===== config.mk =====
export PLATFORM = sky130hd
export DESIGN_NAME = sixaxis_serial_packet_decoder_top
export DESIGN_NICKNAME = d
export VERILOG_FILES = /design/src/hw/rtl/spd_pkg.sv /design/src/hw/rtl/spd_fifo.sv /design/src/hw/rtl/spd_front.sv /design/src/hw/rtl/spd_back.sv /design/src/hw/rtl/sixaxis_serial_packet_decoder_top.sv
export SDC_FILE = /design/constraint.sdc
export NUM_CORES = 1
export LEC_CHECK = 0
export ABC_CLOCK_PERIOD_IN_PS = 10300
export BUFFER_PORTS_ARGS = -buffer_cell sky130_fd_sc_hd__clkbuf_2
export CELL_PAD_IN_SITES_DETAIL_PLACEMENT = 0
export CELL_PAD_IN_SITES_GLOBAL_PLACEMENT = 1
export CORE_ASPECT_RATIO = 1.1
export CORE_MARGIN = 4
export CORE_UTILIZATION = 49
export DETAILED_ROUTE_END_ITERATION = 6
export MAX_ROUTING_LAYER = met4
export PLACE_DENSITY = 0.72
export SYNTH_ARGS = -nofsm -noshare
export SYNTH_HDL_FRONTEND = slang
export SYNTH_SLANG_ARGS = --single-unit

===== constraint.sdc =====
create_clock -name clk -period 10.3 [get_ports clk]
set_input_delay 2.06 -clock clk [delete_from_list [all_inputs] [get_ports clk]]
set_output_delay 2.06 -clock clk [all_outputs]
set_load 0.03 [all_outputs]

===== src/hw/rtl/spd_pkg.sv =====
`timescale 1ns / 1ps

package spd_pkg;

  localparam int LINE_CAPACITY_DEF = 64;
  localparam int JOB_DEPTH_DEF     = 2;
  localparam int EVT_DEPTH_DEF     = 4;

  localparam int LINE_BYTES   = 15;
  localparam int BTN_LINE_LEN = 4;
  localparam int NUM_AXES     = 6;
  localparam int NUM_BUTTONS  = 10;

  localparam logic [7:0] CHAR_LF = 8'h0A;
  localparam logic [7:0] CHAR_CR = 8'h0D;
  localparam logic [7:0] CHAR_D  = 8'h64;
  localparam logic [7:0] CHAR_K  = 8'h6B;

  localparam logic [1:0] EV_AXIS   = 2'd0;
  localparam logic [1:0] EV_BUTTON = 2'd1;
  localparam logic [1:0] EV_FLUSH  = 2'd2;

  localparam logic [7:0] PAR_FIRST [16] = '{
    8'hE0, 8'hA0, 8'hA0, 8'h60, 8'hA0, 8'h60, 8'h60, 8'hA0,
    8'h90, 8'h50, 8'h50, 8'h90, 8'hD0, 8'h90, 8'h90, 8'h50
  };

  localparam logic [7:0] PAR_SECOND [64] = '{
    8'h80, 8'h40, 8'h40, 8'h80, 8'h40, 8'h80, 8'h80, 8'h40,
    8'h40, 8'h80, 8'h80, 8'h40, 8'h80, 8'h40, 8'h40, 8'h80,
    8'h40, 8'h80, 8'h80, 8'h40, 8'h80, 8'h40, 8'h40, 8'h80,
    8'h80, 8'h40, 8'h40, 8'h80, 8'hC0, 8'h80, 8'h80, 8'h40,
    8'hC0, 8'h80, 8'h80, 8'h40, 8'h80, 8'h40, 8'h40, 8'h80,
    8'h80, 8'h40, 8'h40, 8'h80, 8'h40, 8'h80, 8'h80, 8'h40,
    8'h80, 8'h40, 8'h40, 8'h80, 8'h40, 8'h80, 8'h80, 8'h40,
    8'h40, 8'h80, 8'h80, 8'h40, 8'h80, 8'h40, 8'h00, 8'h80
  };

  typedef logic [LINE_BYTES-1:0][7:0] line_t;

  typedef struct packed {
    logic  is_axis;
    line_t bytes;
  } job_t;

  typedef struct packed {
    logic [1:0]         kind;
    logic [3:0]         index;
    logic signed [10:0] value;
    logic               last;
  } evt_t;

  typedef enum logic [2:0] {
    B_IDLE,
    B_SCAN,
    B_CHECK,
    B_AXIS,
    B_FLUSH,
    B_BTN
  } b_state_t;

endpackage


===== src/hw/rtl/spd_fifo.sv =====
`timescale 1ns / 1ps

module spd_fifo #(
  parameter int WIDTH = 8,
  parameter int DEPTH = 2
) (
  input  logic             clk,
  input  logic             rst_n,
  input  logic             push,
  input  logic [WIDTH-1:0] wdata,
  output logic             full,
  input  logic             pop,
  output logic [WIDTH-1:0] rdata,
  output logic             empty
);

  localparam int AW = (DEPTH > 1) ? $clog2(DEPTH) : 1;

  logic [WIDTH-1:0] mem [DEPTH];
  logic [AW-1:0]    wr_r, wr_nxt, rd_r, rd_nxt;
  logic [AW:0]      cnt_r, cnt_nxt;
  logic             do_push, do_pop;

  assign full    = (cnt_r == (AW + 1)'(DEPTH));
  assign empty   = (cnt_r == '0);
  assign do_push = push && !full;
  assign do_pop  = pop && !empty;
  assign rdata   = mem[rd_r];

  always_comb begin
    wr_nxt  = wr_r;
    rd_nxt  = rd_r;
    cnt_nxt = cnt_r;
    if (do_push) begin
      wr_nxt = (wr_r == AW'(DEPTH - 1)) ? '0 : wr_r + 1'b1;
    end
    if (do_pop) begin
      rd_nxt = (rd_r == AW'(DEPTH - 1)) ? '0 : rd_r + 1'b1;
    end
    if (do_push && !do_pop) begin
      cnt_nxt = cnt_r + 1'b1;
    end else if (do_pop && !do_push) begin
      cnt_nxt = cnt_r - 1'b1;
    end
  end

  always_ff @(posedge clk) begin
    if (!rst_n) begin
      wr_r  <= '0;
      rd_r  <= '0;
      cnt_r <= '0;
    end else begin
      wr_r  <= wr_nxt;
      rd_r  <= rd_nxt;
      cnt_r <= cnt_nxt;
    end
  end

  always_ff @(posedge clk) begin
    if (do_push) begin
      mem[wr_r] <= wdata;
    end
  end

endmodule


===== src/hw/rtl/spd_front.sv =====
`timescale 1ns / 1ps

module spd_front import spd_pkg::*; #(
  parameter int LINE_CAPACITY = LINE_CAPACITY_DEF
) (
  input  logic       clk,
  input  logic       rst_n,
  input  logic       in_push,
  input  logic [7:0] in_rx_byte,
  input  logic       job_full,
  output logic       job_push,
  output job_t       job_data
);

  line_t      line_r;
  logic [7:0] len_r, len_nxt, len_inc;
  logic       accept, is_term, is_d, is_k;

  assign accept  = in_push && !job_full;
  assign is_term = (in_rx_byte == CHAR_CR) || (in_rx_byte == CHAR_LF);
  assign is_d    = (len_r == 8'(LINE_BYTES)) && (line_r[0] == CHAR_D);
  assign is_k    = (len_r == 8'(BTN_LINE_LEN)) && (line_r[0] == CHAR_K);
  assign len_inc = len_r + 8'd1;

  assign job_push         = accept && is_term && (is_d || is_k);
  assign job_data.is_axis = is_d;
  assign job_data.bytes   = line_r;

  always_comb begin
    len_nxt = len_r;
    if (accept) begin
      if (is_term) begin
        len_nxt = '0;
      end else begin
        len_nxt = (len_inc >= 8'(LINE_CAPACITY)) ? 8'd0 : len_inc;
      end
    end
  end

  always_ff @(posedge clk) begin
    if (!rst_n) begin
      len_r  <= '0;
      line_r <= '0;
    end else begin
      len_r <= len_nxt;
      if (accept && !is_term && (len_r < 8'(LINE_BYTES))) begin
        line_r[len_r[3:0]] <= in_rx_byte;
      end
    end
  end

endmodule


===== src/hw/rtl/spd_back.sv =====
`timescale 1ns / 1ps

module spd_back import spd_pkg::*; (
  input  logic clk,
  input  logic rst_n,
  input  logic job_valid,
  input  job_t job_in,
  output logic job_pop,
  input  logic ev_full,
  output logic ev_push,
  output evt_t ev_data
);

  b_state_t           state_r, state_nxt;
  line_t              job_r, job_nxt;
  logic [3:0]         cnt_r, cnt_nxt;
  logic [5:0]         chk_r, chk_nxt;
  logic               par_r, par_nxt;
  logic               any_r, any_nxt;
  logic signed [10:0] vals_r [NUM_AXES];
  logic signed [10:0] vals_nxt [NUM_AXES];
  logic signed [10:0] prev_r [NUM_AXES];
  logic signed [10:0] prev_nxt [NUM_AXES];
  logic [2:0][7:0]    btn_r, btn_nxt;
  logic [9:0]         rem_r, rem_nxt;

  logic [2:0]         ax;
  logic [7:0]         b1, b2;
  logic [9:0]         raw;
  logic signed [10:0] v;
  logic               pair_ok, ax_changed, chk_ok, emit_want, step;
  logic [9:0]         btn_cur, rem_clr;
  logic [3:0]         bpos;
  logic [10:0]        btn_val;

  function automatic logic [9:0] btn_bits(input logic [2:0][7:0] b);
    btn_bits = {b[2][2:1], b[1][3:0], b[0][3:0]};
  endfunction

  assign ax      = cnt_r[2:0];
  assign b1      = job_r[{ax, 1'b1}];
  assign b2      = job_r[4'({ax, 1'b0}) + 4'd2];
  assign raw     = {b1[3:0], b2[5:0]};
  assign v       = (raw > 10'd512) ? {1'b1, raw} : {1'b0, raw};
  assign pair_ok = (b1[7:4] == PAR_FIRST[b1[3:0]][7:4]) &&
                   (b2[7:6] == PAR_SECOND[b2[5:0]][7:6]);

  // The offset term equals v >>> 6 in every case, and the final wrap by 64
  // leaves the low six bits alone, so the checksum is kept modulo 64.
  assign chk_ok     = par_r && (chk_r == job_r[LINE_BYTES-1][5:0]);
  assign ax_changed = (vals_r[ax] != prev_r[ax]);

  assign btn_cur = btn_bits(btn_r);
  assign rem_clr = rem_r & ~(10'd1 << cnt_r);
  always_comb begin
    case (cnt_r)
      4'd8:    bpos = 4'd1;
      4'd9:    bpos = 4'd2;
      default: bpos = {2'b00, cnt_r[1:0]};
    endcase
  end
  assign btn_val = btn_cur[cnt_r] ? (11'd1 << bpos) : 11'd0;

  always_comb begin
    case (state_r)
      B_AXIS:  emit_want = ax_changed;
      B_FLUSH: emit_want = 1'b1;
      B_BTN:   emit_want = rem_r[cnt_r];
      default: emit_want = 1'b0;
    endcase
  end
  assign step = !emit_want || !ev_full;

  always_comb begin
    state_nxt = state_r;
    case (state_r)
      B_IDLE: begin
        if (job_valid) begin
          state_nxt = job_in.is_axis ? B_SCAN : B_BTN;
        end
      end
      B_SCAN: begin
        if (cnt_r == 4'(NUM_AXES - 1)) begin
          state_nxt = B_CHECK;
        end
      end
      B_CHECK: begin
        state_nxt = chk_ok ? B_AXIS : B_IDLE;
      end
      B_AXIS: begin
        if (step && (cnt_r == 4'(NUM_AXES - 1))) begin
          state_nxt = (any_r || ax_changed) ? B_FLUSH : B_IDLE;
        end
      end
      B_FLUSH: begin
        if (step) begin
          state_nxt = B_IDLE;
        end
      end
      B_BTN: begin
        if (step && (cnt_r == 4'(NUM_BUTTONS - 1))) begin
          state_nxt = B_IDLE;
        end
      end
      default: state_nxt = B_IDLE;
    endcase
  end

  always_comb begin
    job_nxt  = job_r;
    cnt_nxt  = cnt_r;
    chk_nxt  = chk_r;
    par_nxt  = par_r;
    any_nxt  = any_r;
    vals_nxt = vals_r;
    prev_nxt = prev_r;
    btn_nxt  = btn_r;
    rem_nxt  = rem_r;
    job_pop  = 1'b0;
    ev_push  = 1'b0;
    ev_data  = '0;
    case (state_r)
      B_IDLE: begin
        if (job_valid) begin
          job_pop = 1'b1;
          job_nxt = job_in.bytes;
          cnt_nxt = '0;
          chk_nxt = '0;
          par_nxt = 1'b1;
          if (!job_in.is_axis) begin
            btn_nxt = job_in.bytes[3:1];
            rem_nxt = btn_bits(job_in.bytes[3:1]) ^ btn_bits(btn_r);
          end
        end
      end
      B_SCAN: begin
        vals_nxt[ax] = v;
        chk_nxt      = chk_r + v[5:0] + {v[10], v[10:6]};
        par_nxt      = par_r && pair_ok;
        cnt_nxt      = cnt_r + 4'd1;
      end
      B_CHECK: begin
        cnt_nxt = '0;
        any_nxt = 1'b0;
      end
      B_AXIS: begin
        if (ax_changed && !ev_full) begin
          ev_push       = 1'b1;
          ev_data.kind  = EV_AXIS;
          ev_data.index = cnt_r;
          ev_data.value = vals_r[ax];
          prev_nxt[ax]  = vals_r[ax];
          any_nxt       = 1'b1;
        end
        if (step) begin
          cnt_nxt = cnt_r + 4'd1;
        end
      end
      B_FLUSH: begin
        if (!ev_full) begin
          ev_push      = 1'b1;
          ev_data.kind = EV_FLUSH;
          ev_data.last = 1'b1;
        end
      end
      B_BTN: begin
        if (rem_r[cnt_r] && !ev_full) begin
          ev_push       = 1'b1;
          ev_data.kind  = EV_BUTTON;
          ev_data.index = cnt_r;
          ev_data.value = btn_val;
          ev_data.last  = (rem_clr == '0);
          rem_nxt       = rem_clr;
        end
        if (step) begin
          cnt_nxt = cnt_r + 4'd1;
        end
      end
      default: begin
      end
    endcase
  end

  always_ff @(posedge clk) begin
    if (!rst_n) begin
      state_r <= B_IDLE;
      cnt_r   <= '0;
      any_r   <= 1'b0;
      btn_r   <= '0;
      rem_r   <= '0;
      for (int i = 0; i < NUM_AXES; i++) begin
        prev_r[i] <= '0;
      end
    end else begin
      state_r <= state_nxt;
      cnt_r   <= cnt_nxt;
      any_r   <= any_nxt;
      btn_r   <= btn_nxt;
      rem_r   <= rem_nxt;
      prev_r  <= prev_nxt;
    end
  end

  always_ff @(posedge clk) begin
    job_r  <= job_nxt;
    chk_r  <= chk_nxt;
    par_r  <= par_nxt;
    vals_r <= vals_nxt;
  end

endmodule


===== src/hw/rtl/sixaxis_serial_packet_decoder_top.sv =====
`timescale 1ns / 1ps

// Channel   Ports                                   Beat accepted when
// input     in_push, in_full, in_rx_byte            in_push && !in_full
// result    out_pop, out_empty, out_event_*,        out_pop && !out_empty
//           out_last_event
//
// A byte that does not end a line is taken and gives no result.
// A line end hands the line to the event engine through a job queue; a 'd'
// line is scanned and checked and, if it passes, takes one cycle per axis
// and a flush event if any axis changed; a 'k' line one cycle per button bit.
// Reset is synchronous and active low and leaves all history at zero.
// A full event queue stalls the engine; a full job queue raises in_full.

module sixaxis_serial_packet_decoder_top import spd_pkg::*; #(
  parameter int LINE_CAPACITY = LINE_CAPACITY_DEF,
  parameter int JOB_DEPTH     = JOB_DEPTH_DEF,
  parameter int EVT_DEPTH     = EVT_DEPTH_DEF
) (
  input  logic               clk,
  input  logic               rst_n,
  input  logic               in_push,
  output logic               in_full,
  input  logic [7:0]         in_rx_byte,
  output logic               out_empty,
  input  logic               out_pop,
  output logic [1:0]         out_event_kind,
  output logic [3:0]         out_event_index,
  output logic signed [10:0] out_event_value,
  output logic               out_last_event
);

  logic                    job_push, job_full, job_empty, job_pop;
  job_t                    job_wr, job_rd;
  logic [$bits(job_t)-1:0] job_rdata;
  logic                    ev_push, ev_full;
  evt_t                    ev_wr, ev_rd;
  logic [$bits(evt_t)-1:0] ev_rdata;

  spd_front #(
    .LINE_CAPACITY(LINE_CAPACITY)
  ) u_front (
    .clk       (clk),
    .rst_n     (rst_n),
    .in_push   (in_push),
    .in_rx_byte(in_rx_byte),
    .job_full  (job_full),
    .job_push  (job_push),
    .job_data  (job_wr)
  );

  spd_fifo #(
    .WIDTH($bits(job_t)),
    .DEPTH(JOB_DEPTH)
  ) u_jobq (
    .clk  (clk),
    .rst_n(rst_n),
    .push (job_push),
    .wdata(job_wr),
    .full (job_full),
    .pop  (job_pop),
    .rdata(job_rdata),
    .empty(job_empty)
  );

  assign job_rd  = job_t'(job_rdata);
  assign in_full = job_full;

  spd_back u_back (
    .clk      (clk),
    .rst_n    (rst_n),
    .job_valid(!job_empty),
    .job_in   (job_rd),
    .job_pop  (job_pop),
    .ev_full  (ev_full),
    .ev_push  (ev_push),
    .ev_data  (ev_wr)
  );

  spd_fifo #(
    .WIDTH($bits(evt_t)),
    .DEPTH(EVT_DEPTH)
  ) u_evq (
    .clk  (clk),
    .rst_n(rst_n),
    .push (ev_push),
    .wdata(ev_wr),
    .full (ev_full),
    .pop  (out_pop),
    .rdata(ev_rdata),
    .empty(out_empty)
  );

  assign ev_rd           = evt_t'(ev_rdata);
  assign out_event_kind  = ev_rd.kind;
  assign out_event_index = ev_rd.index;
  assign out_event_value = ev_rd.value;
  assign out_last_event  = ev_rd.last;

  a_flush_last : assert property (@(posedge clk) disable iff (!rst_n)
    (!out_empty && out_event_kind == EV_FLUSH) |-> out_last_event)
    else $error("flush event without last mark");

  a_axis_not_last : assert property (@(posedge clk) disable iff (!rst_n)
    (!out_empty && out_event_kind == EV_AXIS) |-> !out_last_event)
    else $error("axis event marked last");

  a_data_byte_no_job : assert property (@(posedge clk) disable iff (!rst_n)
    (in_push && !in_full && in_rx_byte != CHAR_CR && in_rx_byte != CHAR_LF)
      |-> !job_push)
    else $error("line job from a data byte");

  a_job_pop_valid : assert property (@(posedge clk) disable iff (!rst_n)
    job_pop |-> !job_empty)
    else $error("job taken from empty queue");

endmodule

==> metrics <==
status complete, no violations; setup violators final 0; Leak about 0.012 uW; Synth area leader edfxtp_1; switching share of total power around 30%; commonest cells after routing, fill and taps aside edfxtp_1, dfxtp_1, nand2_1, a21oi_1, mux2i_1; Sequential Power Share 44.6%; hold endpoint u_jobq.mem[1][108]; Worst EP required 10.64 ns; hold slack between 0.4 and 0.5 ns; R2R cell count 13; Top delay family on crit path adder cells; vias in the first global route between 15k and 20k; mapped cell area 30200 sq um; Crit Path Max Fanout between 40 and 50; PnR worst setup slack about 4.8 ns; fraction of registers with async set/reset 0%; ANT cells 0; setup TNS 0 ns; hold wc startpoint u_front.job_data[108]; crit path time final about 5.5 ns; H-tree Lvls 3; RePlAce Congestion 0.839; WL final between 70000 and 80000 um; CP Cell Sequence clkinv_1, ha_1, mux2i_1, mux4_2, nand2_1, o41a_1, fa_1, ha_1, a21oi_1, xnor2_1, xnor2_1, xnor2_1, nor2_1; IO Count 32; f_max around 180 MHz; Synth Flop Type edfxtp_1; layout cells sized above 1 17.5%; CP Capture Type register; Final period util a little over half; CTS tree built; DRC 0; syn nets between 2k and 2.5k; Post-synth EDFFs 507; Worst Hold Class register to register; Root Buffer clkbuf_16; RR Startpoint u_back.cnt_r[2]; Clock Skews 0.0266 ns; RSZ-0062 raised after global routing no; most common cell after layout, fill and taps aside edfxtp_1; pre-CTS WS ~4.5 ns; register area around 20000 sq um; Rel. slew slack about 16%; first-pass GRT wire length about 110000 um; hold path depth 0; Worst-Margin Slew approximately 1.3 ns; area of the multi-input gates 9500 sq um; dpl hpwl approximately 46000 um; GRT overflow 0; Pins Over Slew Limit 0; Fill cells 5034; post-CTS sizing 0; clock buffer depth 3; P_int around 6000 uW; power share of the combinational group a little under a quarter; Post-CTS Hold Fix Bufs 0; Port-buffer cells 31; P_sw between 2000 and 3000 uW; initial antenna violation count 2; Yosys top cell area share 50.4%; Die W 245 um; Initial Util roughly half; worst skew pair latency 0.62 ns; Clk network pwr share between 30% and 40%; crit path kind register to register; Startpoint Class register; Total GRT Usage a little under a quarter; final instance area 33600 sq um; worst r2r dst u_back.chk_r[5]; VDD IR-drop max 0.000165 V; post-placement cell area 31100 sq um; clock sinks 743; Cells after Synth roughly 2.2k; critical path's slowest cell ha_1; postcts setup bufs 0; area grow syn2layout 11.3%; Site Rows between 90 and 100; syn_area_per_cell 13.6 sq um; largest net degree at the start of global routing ~110; full die area roughly 66000 sq um; WP buf/inv 1; Routed Antenna Nets 0; CP max stage delay between 1 and 1.5 ns; R2R setup slack between 4 and 5 ns; final net count 2272; Final Hold Vio Count 0; MaxCap Viol Count 0; Initial DRC Count 1220; Clk pin slew, worst setup/hold paths around 0.060 ns; PD cells ~260 nW/um^2; Yosys cell types 75; via count about 18k; yosys warns 0; synth top area cells edfxtp_1, dfxtp_1, mux2_2, mux2i_1, a21oi_1; Seq/Total Area, Yosys between 60% and 70%; WL per Instance 23.3 um; Die H approximately 270 um; Pre-antenna DRT Iters 7; register bit total from synthesis ~740; critical path arrival ~5.9 ns; most common cell type on the critical path xnor2_1; CTS buffer count 75; core area a little over 60000 sq um; Vias/cell ~5.7
## registers in the layout, indices dropped and copies added, names as in the netlist, 8 cells and up, named ones only
signal and cells:
u_back.prev_r 66, u_back.job_r 120, u_evq.mem 72, u_front.job_data 120, u_back.btn_cur 10, u_jobq.mem 242, u_back.rem_r 10, u_back.vals_r 66
u_front.len_r 8
## routing by layer
metal	vias to the layer above	track usage (%)	wire length, um
li1	8278	-	-
met1	8896	29.5	30900
met2	442	37.4	36300
met3	118	2.92	3150
met4	0	8.30	2220
met5	-	-	0
## worst reg2reg max path, stage by stage, from the launching register on
cell	delay (ns)
dfxtp_4	0.74
clkinv_1	0.53
ha_1	1.16
mux2i_1	0.30
mux4_2	0.32
nand2_1	0.12
o41a_1	0.57
fa_1	0.52
ha_1	0.33
a21oi_1	0.17
xnor2_1	0.15
xnor2_1	0.16
xnor2_1	0.14
nor2_1	0.06
## Yosys cell counts (6+ instances only)
library cell    n
nand3_1        94
buf_1           6
xnor2_1        22
fa_1            7
buf_6           6
buf_2          30
o22ai_1        16
and3b_1         6
xor2_1         24
nor4_1          6
nand2b_1        9
buf_4           6
and2_1         18
inv_1          40
and3_1         12
o211ai_1       12
a22oi_1         8
a21oi_1       174
nor2_1        117
mux2i_1       151
nand4_1         7
nor3b_1         9
edfxtp_1      507
clkbuf_1       98
or3_1           7
mux4_2         38
o21ai_0        27
mux2_2        142
a311oi_1       10
ha_1           26
nand2_1       173
dfxtp_1       236
nor2b_1         9
nor3_1         87
## stage by stage
stage / util, % / instances / power (uW)
2_1_floorplan: - / 2224 / 5330
3_5_place_dp: 50.9 / 2974 / 6000
5_1_grt: 55.0 / 3113 / 9050
3_3_place_gp: 50.9 / 2974 / 5970
4_1_cts: 55.0 / 3113 / 8740
6_report: 55.0 / 3113 / 8660
## worst max path at each step
stage / startpoint / end / slack, ns / depth (start not counted)
floorplan: in_rx_byte[4] / u_jobq.mem[0][0] / 1.02 / 5
global placement: in_rx_byte[4] / u_jobq.mem[1][1] / 4.52 / 8
detailed placement: in_rx_byte[4] / u_jobq.mem[1][36] / 4.52 / 8
CTS: u_back.cnt_r[2] / u_back.chk_r[5] / 4.78 / 13
global route: u_back.cnt_r[2] / u_back.chk_r[5] / 4.45 / 13
finish: u_back.cnt_r[2] / u_back.chk_r[5] / 4.76 / 13
## logic make-up (layout without fill, tap and decap cells)
group	count (synthesis)	count (layout)	synth area share (%)
compound gates	308	308	6.27
xor+xnor	46	46	1.33
fa+ha+maj	33	33	1.54
buf+inv	189	254	2.70
flops	743	743	66.1
mux	331	331	13.1
simple gates	574	574	8.97
## power groups by stage
| stage | Combinational [uW] | Clock (uW) | Sequential, uW |
|---|---|---|---|
| finish | 2070 | 2730 | 3860 |
| global route | 2240 | 2920 | 3890 |
| CTS | 2090 | 2790 | 3860 |
| detailed placement | 2070 | 0 | 3930 |
| global placement | 2050 | 0 | 3920 |
| floorplan | 1510 | 0 | 3820 |
## layout make-up
| class | count | share of cell area, % |
|---|---|---|
| Sequential cell | 743 | 59.4 |
| Clock buffer | 108 | 6.38 |
| Multi-Input combinational cell | 1292 | 28.2 |
| Tap cell | 824 | 3.07 |
| Clock inverter | 31 | 1.05 |
| Timing Repair Buffer | 73 | 1.40 |
| Inverter | 42 | 0.491 |
Note: power is estimated with default switching activity, not from simulation.
